`src/rpwu_ram.sv`:
```
// rpwu_ram: generic simple dual port ram with registered read
module rpwu_ram #(
    parameter int WIDTH = 8,
    parameter int DEPTH = 16
) (
    input  logic                     i_clk,
    input  logic                     i_we,
    input  logic [$clog2(DEPTH)-1:0] i_waddr,
    input  logic [WIDTH-1:0]         i_wdata,
    input  logic                     i_re,
    input  logic [$clog2(DEPTH)-1:0] i_raddr,
    output logic [WIDTH-1:0]         o_rdata
);
    logic [WIDTH-1:0] r_mem [DEPTH];
    logic [WIDTH-1:0] r_rdata;

    always_ff @(posedge i_clk) begin
        if (i_we) begin
            r_mem[i_waddr] <= i_wdata;
        end
        if (i_re) begin
            r_rdata <= r_mem[i_raddr];
        end
    end

    assign o_rdata = r_rdata;
endmodule

```
`config.mk`:
```
export PLATFORM = sky130hd
export DESIGN_NAME = rpwu_ram
export DESIGN_NICKNAME = d
export VERILOG_FILES = /design/src/rpwu_ram.sv
export SDC_FILE = /design/constraint.sdc
export NUM_CORES = 1
export LEC_CHECK = 0
export ABC_AREA = 1
export BUFFER_PORTS_ARGS = -buffer_cell sky130_fd_sc_hd__buf_2
export CELL_PAD_IN_SITES_DETAIL_PLACEMENT = 1
export CELL_PAD_IN_SITES_GLOBAL_PLACEMENT = 1
export CORE_ASPECT_RATIO = 0.8
export CORE_MARGIN = 1
export CORE_UTILIZATION = 52
export DETAILED_ROUTE_END_ITERATION = 12
export PLACE_DENSITY = 0.87
export SLEW_MARGIN = 25
export SYNTH_ARGS = -nofsm -noshare
export SYNTH_HDL_FRONTEND = slang
export SYNTH_SLANG_ARGS = --single-unit
```
`constraint.sdc`:
```
create_clock -name i_clk -period 2.1 [get_ports i_clk]
set_input_delay 0.63 -clock i_clk [delete_from_list [all_inputs] [get_ports i_clk]]
set_output_delay 0.63 -clock i_clk [all_outputs]
set_load 0.02 [all_outputs]
```
# Word-level counts from Yosys, hierarchy flattened
# Memories as Yosys holds them, arrays and structs flattened. A register that Yosys moved wholly into a read port is not among the register bits.
# Cells that the tools add are included.
[word_totals]
out_inout_bits = 8
memories = 1
ramBits = 128
inputBits = 19
register_bits = 0
[classes]
mux = 2
[mem_list]
columns = ["name", "words", "word_bits", "read_ports", "rd_ports_with_merged_regs", "write_ports", "line_no", "rtl"]
rows = [
  ["r_mem", 16, 8, 1, 1, 1, "14", "logic [WIDTH-1:0] r_mem [DEPTH];"],
]
[op_table]
columns = ["cell", "n"]
rows = [
  ["$mux 1", 2],
]

# Depth between registers and ports, before layout
[depth]
word_depth = 2
mapped_depth = 8

# Worst setup path after synthesis
# OpenSTA, ideal clock, no wires.
[synth_timing]
path_type = "input-to-reg"
from = "in i_waddr[2]"
to = "mem r_mem[10][0] (enable)"
path_buffers = 0
t_arrival_ps = 1211
setup_time_ps = 370
setup_slack_ps = 519
path_stages = 2
path_cell_list = "nand3b_1 > nor2_1"
[synth_lines]
columns = ["item", "line_no", "rtl"]
rows = [
  ["start: declaration", "8", "input logic [$clog2(DEPTH)-1:0] i_waddr,"],
  ["end: declaration", "14", ""],
]
# No word-level cell before the write port.

# Worst setup path in the final report
[layout_timing]
from = "reg r_rdata[0], in the netlist o_rdata[0], read port of r_mem"
to = "out o_rdata[0]"
[layout_lines]
columns = ["item", "line_no", "rtl"]
rows = [
  ["start: declaration", "15", "logic [WIDTH-1:0] r_rdata;"],
  ["end: declaration", "12", "output logic [WIDTH-1:0] o_rdata"],
]
# No word-level cell between the ends.

==> flow_summary_export.csv <==
group,metric,value,unit
global_routing,grt_max_degree,65,
detailed_routing,drt_iter0_drc,327,
timing,relSlewSlack,0.569,
floorplanning,ioPinCount,27,
floorplanning,fp-row-count,34,
pwr,p_seq_frac,0.461,
placement,placed_cells,718,
cts,ctsResizeCount,0,
timing,hold_viol,0,
detailed_routing,drt-pass1-iter-count,5,
yosys,avgSynthCellArea,10.6,um^2
timing,rsz0062_at_grt,"false",
yosys,yosysWarnings,0,
layout,drive_gt1_frac,0.129,
cts,path_clk_slew,0.06,ns
critical_path,crit_slowest_cell,"edfxtp_1",
pwr,combPwrFrac,0.059,
yosys,ys_seq_area_frac,0.698,
run_status,outcome,"finished, final reports clean",
layout,final_cell_mix,"173 x nand2_1, 136 x edfxtp_1, 100 x inv_1, 97 x nand3_1, 26 x buf_2",
timing,post-route-min-period,1.70,ns
pwr,p_leak,2.95,nW
cts,cts_root_buf,"clkbuf_16",
cts,cts_setup_buffers,0,
critical_path,path_class,"flip-flop to output port",
pwr,p_per_area,982,nW/um^2
timing,worst_pin_slew,0.646,ns
timing,finalSetupViolCount,0,
global_routing,grt_pass1_vias,4518,
layout,mostFrequentLayoutCell,"nand2_1",
layout,diodes,0,
critical_path,critical_path_required,1.47,ns
placement,hpwlAfterDp,9.33,mm
pwr,clkPwrFrac,0.480,
floorplanning,die-area,11700,um^2
timing,fin_ws,0.403,ns
critical_path,path_max_fanout,1,
pwr,sw_frac_of_total,0.214,
pwr,intPower,5.25,mW
cts,cts.sinks,136,
detailed_routing,final_antenna_net_count,0,
layout,final_area,6800,um^2
global_routing,grt_pass1_wl,24.7,mm
timing,setup-tns-final,0,ns
global_routing,grt.overflow.total,0,
timing,skew,0.0127,ns
detailed_routing,num_vias,4056,
yosys,synth_cell_types,11,
critical_path,critPathMaxStageDelay,0.44,ns
detailed_routing,drc,0,
pwr,vdd_drop_max,0.000565,V
cts,cts_tree,"yes",
timing,fmax,0.589,GHz
critical_path,critPathBufInv,1,
detailed_routing,via_per_inst,5.42,
floorplanning,coreArea,10900,um^2
yosys,syn_nets,570,
critical_path,cp-start-kind,"flip-flop",
placement,place_area,6170,um^2
critical_path,endpoint_kind,"output port",
floorplanning,die_y,96.8,um
yosys,synth_seq_cells,136,
cts,ctsLongestPathBuffers,2,
critical_path,crit_chain,"buf_2",
timing,fin_crit_sh,0.808,
yosys,netlist_instances,551,
floorplanning,initial_core_util,0.537,
layout,nets,612,
critical_path,critPathArrivalTime,1.07,ns
floorplanning,die_x,121,um
timing,maxSlewViolCount,0,
worst_hold_path,hp-class,"primary input to flip-flop",
pwr,p_sw,1.43,mW
cts,clock_latency,0.43,ns
layout,post-route-util,0.625,
detailed_routing,wl,15.6,mm
yosys,mappedNetlistArea,5850,um^2
critical_path,crit_family,"flip-flops",
cts,cts_inserted_buffers,17,
cts,cts_hold_buf,0,
layout,instances_no_fill,749,
run,drv_cap,0,
cts,htree_levels,4,
global_routing,antenna_found_initial,0,
global_routing,gr-usage-all-layers,0.297,
placement,portBuffers,26,
layout,synthToLayoutAreaGrowth,16.4,%
detailed_routing,wire_per_inst,20.9,um
placement,dp_slack,0.190,ns
placement,gp_congestion,0.810,
[through the flow]
step / hold WS, ns / total power [mW]
global placement: 0.716 / 3.49
detailed placement: 0.760 / 3.52
global route: 0.579 / 6.85
finish: 0.578 / 6.68
floorplan: 0.683 / 3.36
CTS: 0.573 / 6.70
[flip-flops by register name, indices dropped and copies added (netlist names)]
signal and flops:
r_mem 128, o_rdata 8
[cell families (layout without fill, tap and decap cells)]
| logic type | Yosys count | count (layout) | synth area share |
|---|---|---|---|
| flops | 136 | 136 | 0.698 |
| simple gates | 289 | 289 | 0.208 |
| buf+inv | 126 | 180 | 0.0939 |
[synthesized netlist by cell type]
master	number	area, um^2
buf_4	4	30.0
edfxtp_1	136	4080
inv_2	2	7.51
inv_1	100	375
buf_2	13	65.1
buf_6	6	67.6
nor2_1	17	63.8
nand3b_1	2	15.0
buf_1	1	3.75
nand3_1	97	485
nand2_1	173	649
[final cells by class]
cell class              count  area, um^2
inverters                 102         383
repair buffers             47         313
flip-flops and latches    136        4080
well taps                 144         180
clock buffers              17         425
fillers                  1164        4090
clock inverters            14         205
multi-input cells         289        1210
[final timing paths]
kind,slack (ns),cells after the start,end,startpoint
worst max-delay path,0.40,1,o_rdata[0],o_rdata[0]
worst min-delay path,0.58,1,o_rdata[2],i_re
worst max register to register,0.88,6,o_rdata[1],r_mem[9][1]
worst min register to register,0.77,6,o_rdata[6],r_mem[15][6]
[power groups by stage]
stage	Clock (mW)	Sequential, mW	Combinational, mW
2_1_floorplan	0	3.15	0.214
3_3_place_gp	0	3.13	0.357
3_5_place_dp	0	3.14	0.380
4_1_cts	3.23	3.08	0.394
5_1_grt	3.33	3.09	0.435
6_report	3.21	3.08	0.394
[metal layers]
metal | up-vias | routed length [um] | global-route usage | part of all wire
li1 | 1862 | - | - | -
met1 | 2041 | 6310 | 0.361 | 0.40
met2 | 123 | 8050 | 0.501 | 0.51
met3 | 30 | 911 | 0.0784 | 0.058
met4 | 0 | 367 | 0.124 | 0.023
met5 | - | 0 | 0 | 0
Power figures use the tool's default switching activity.
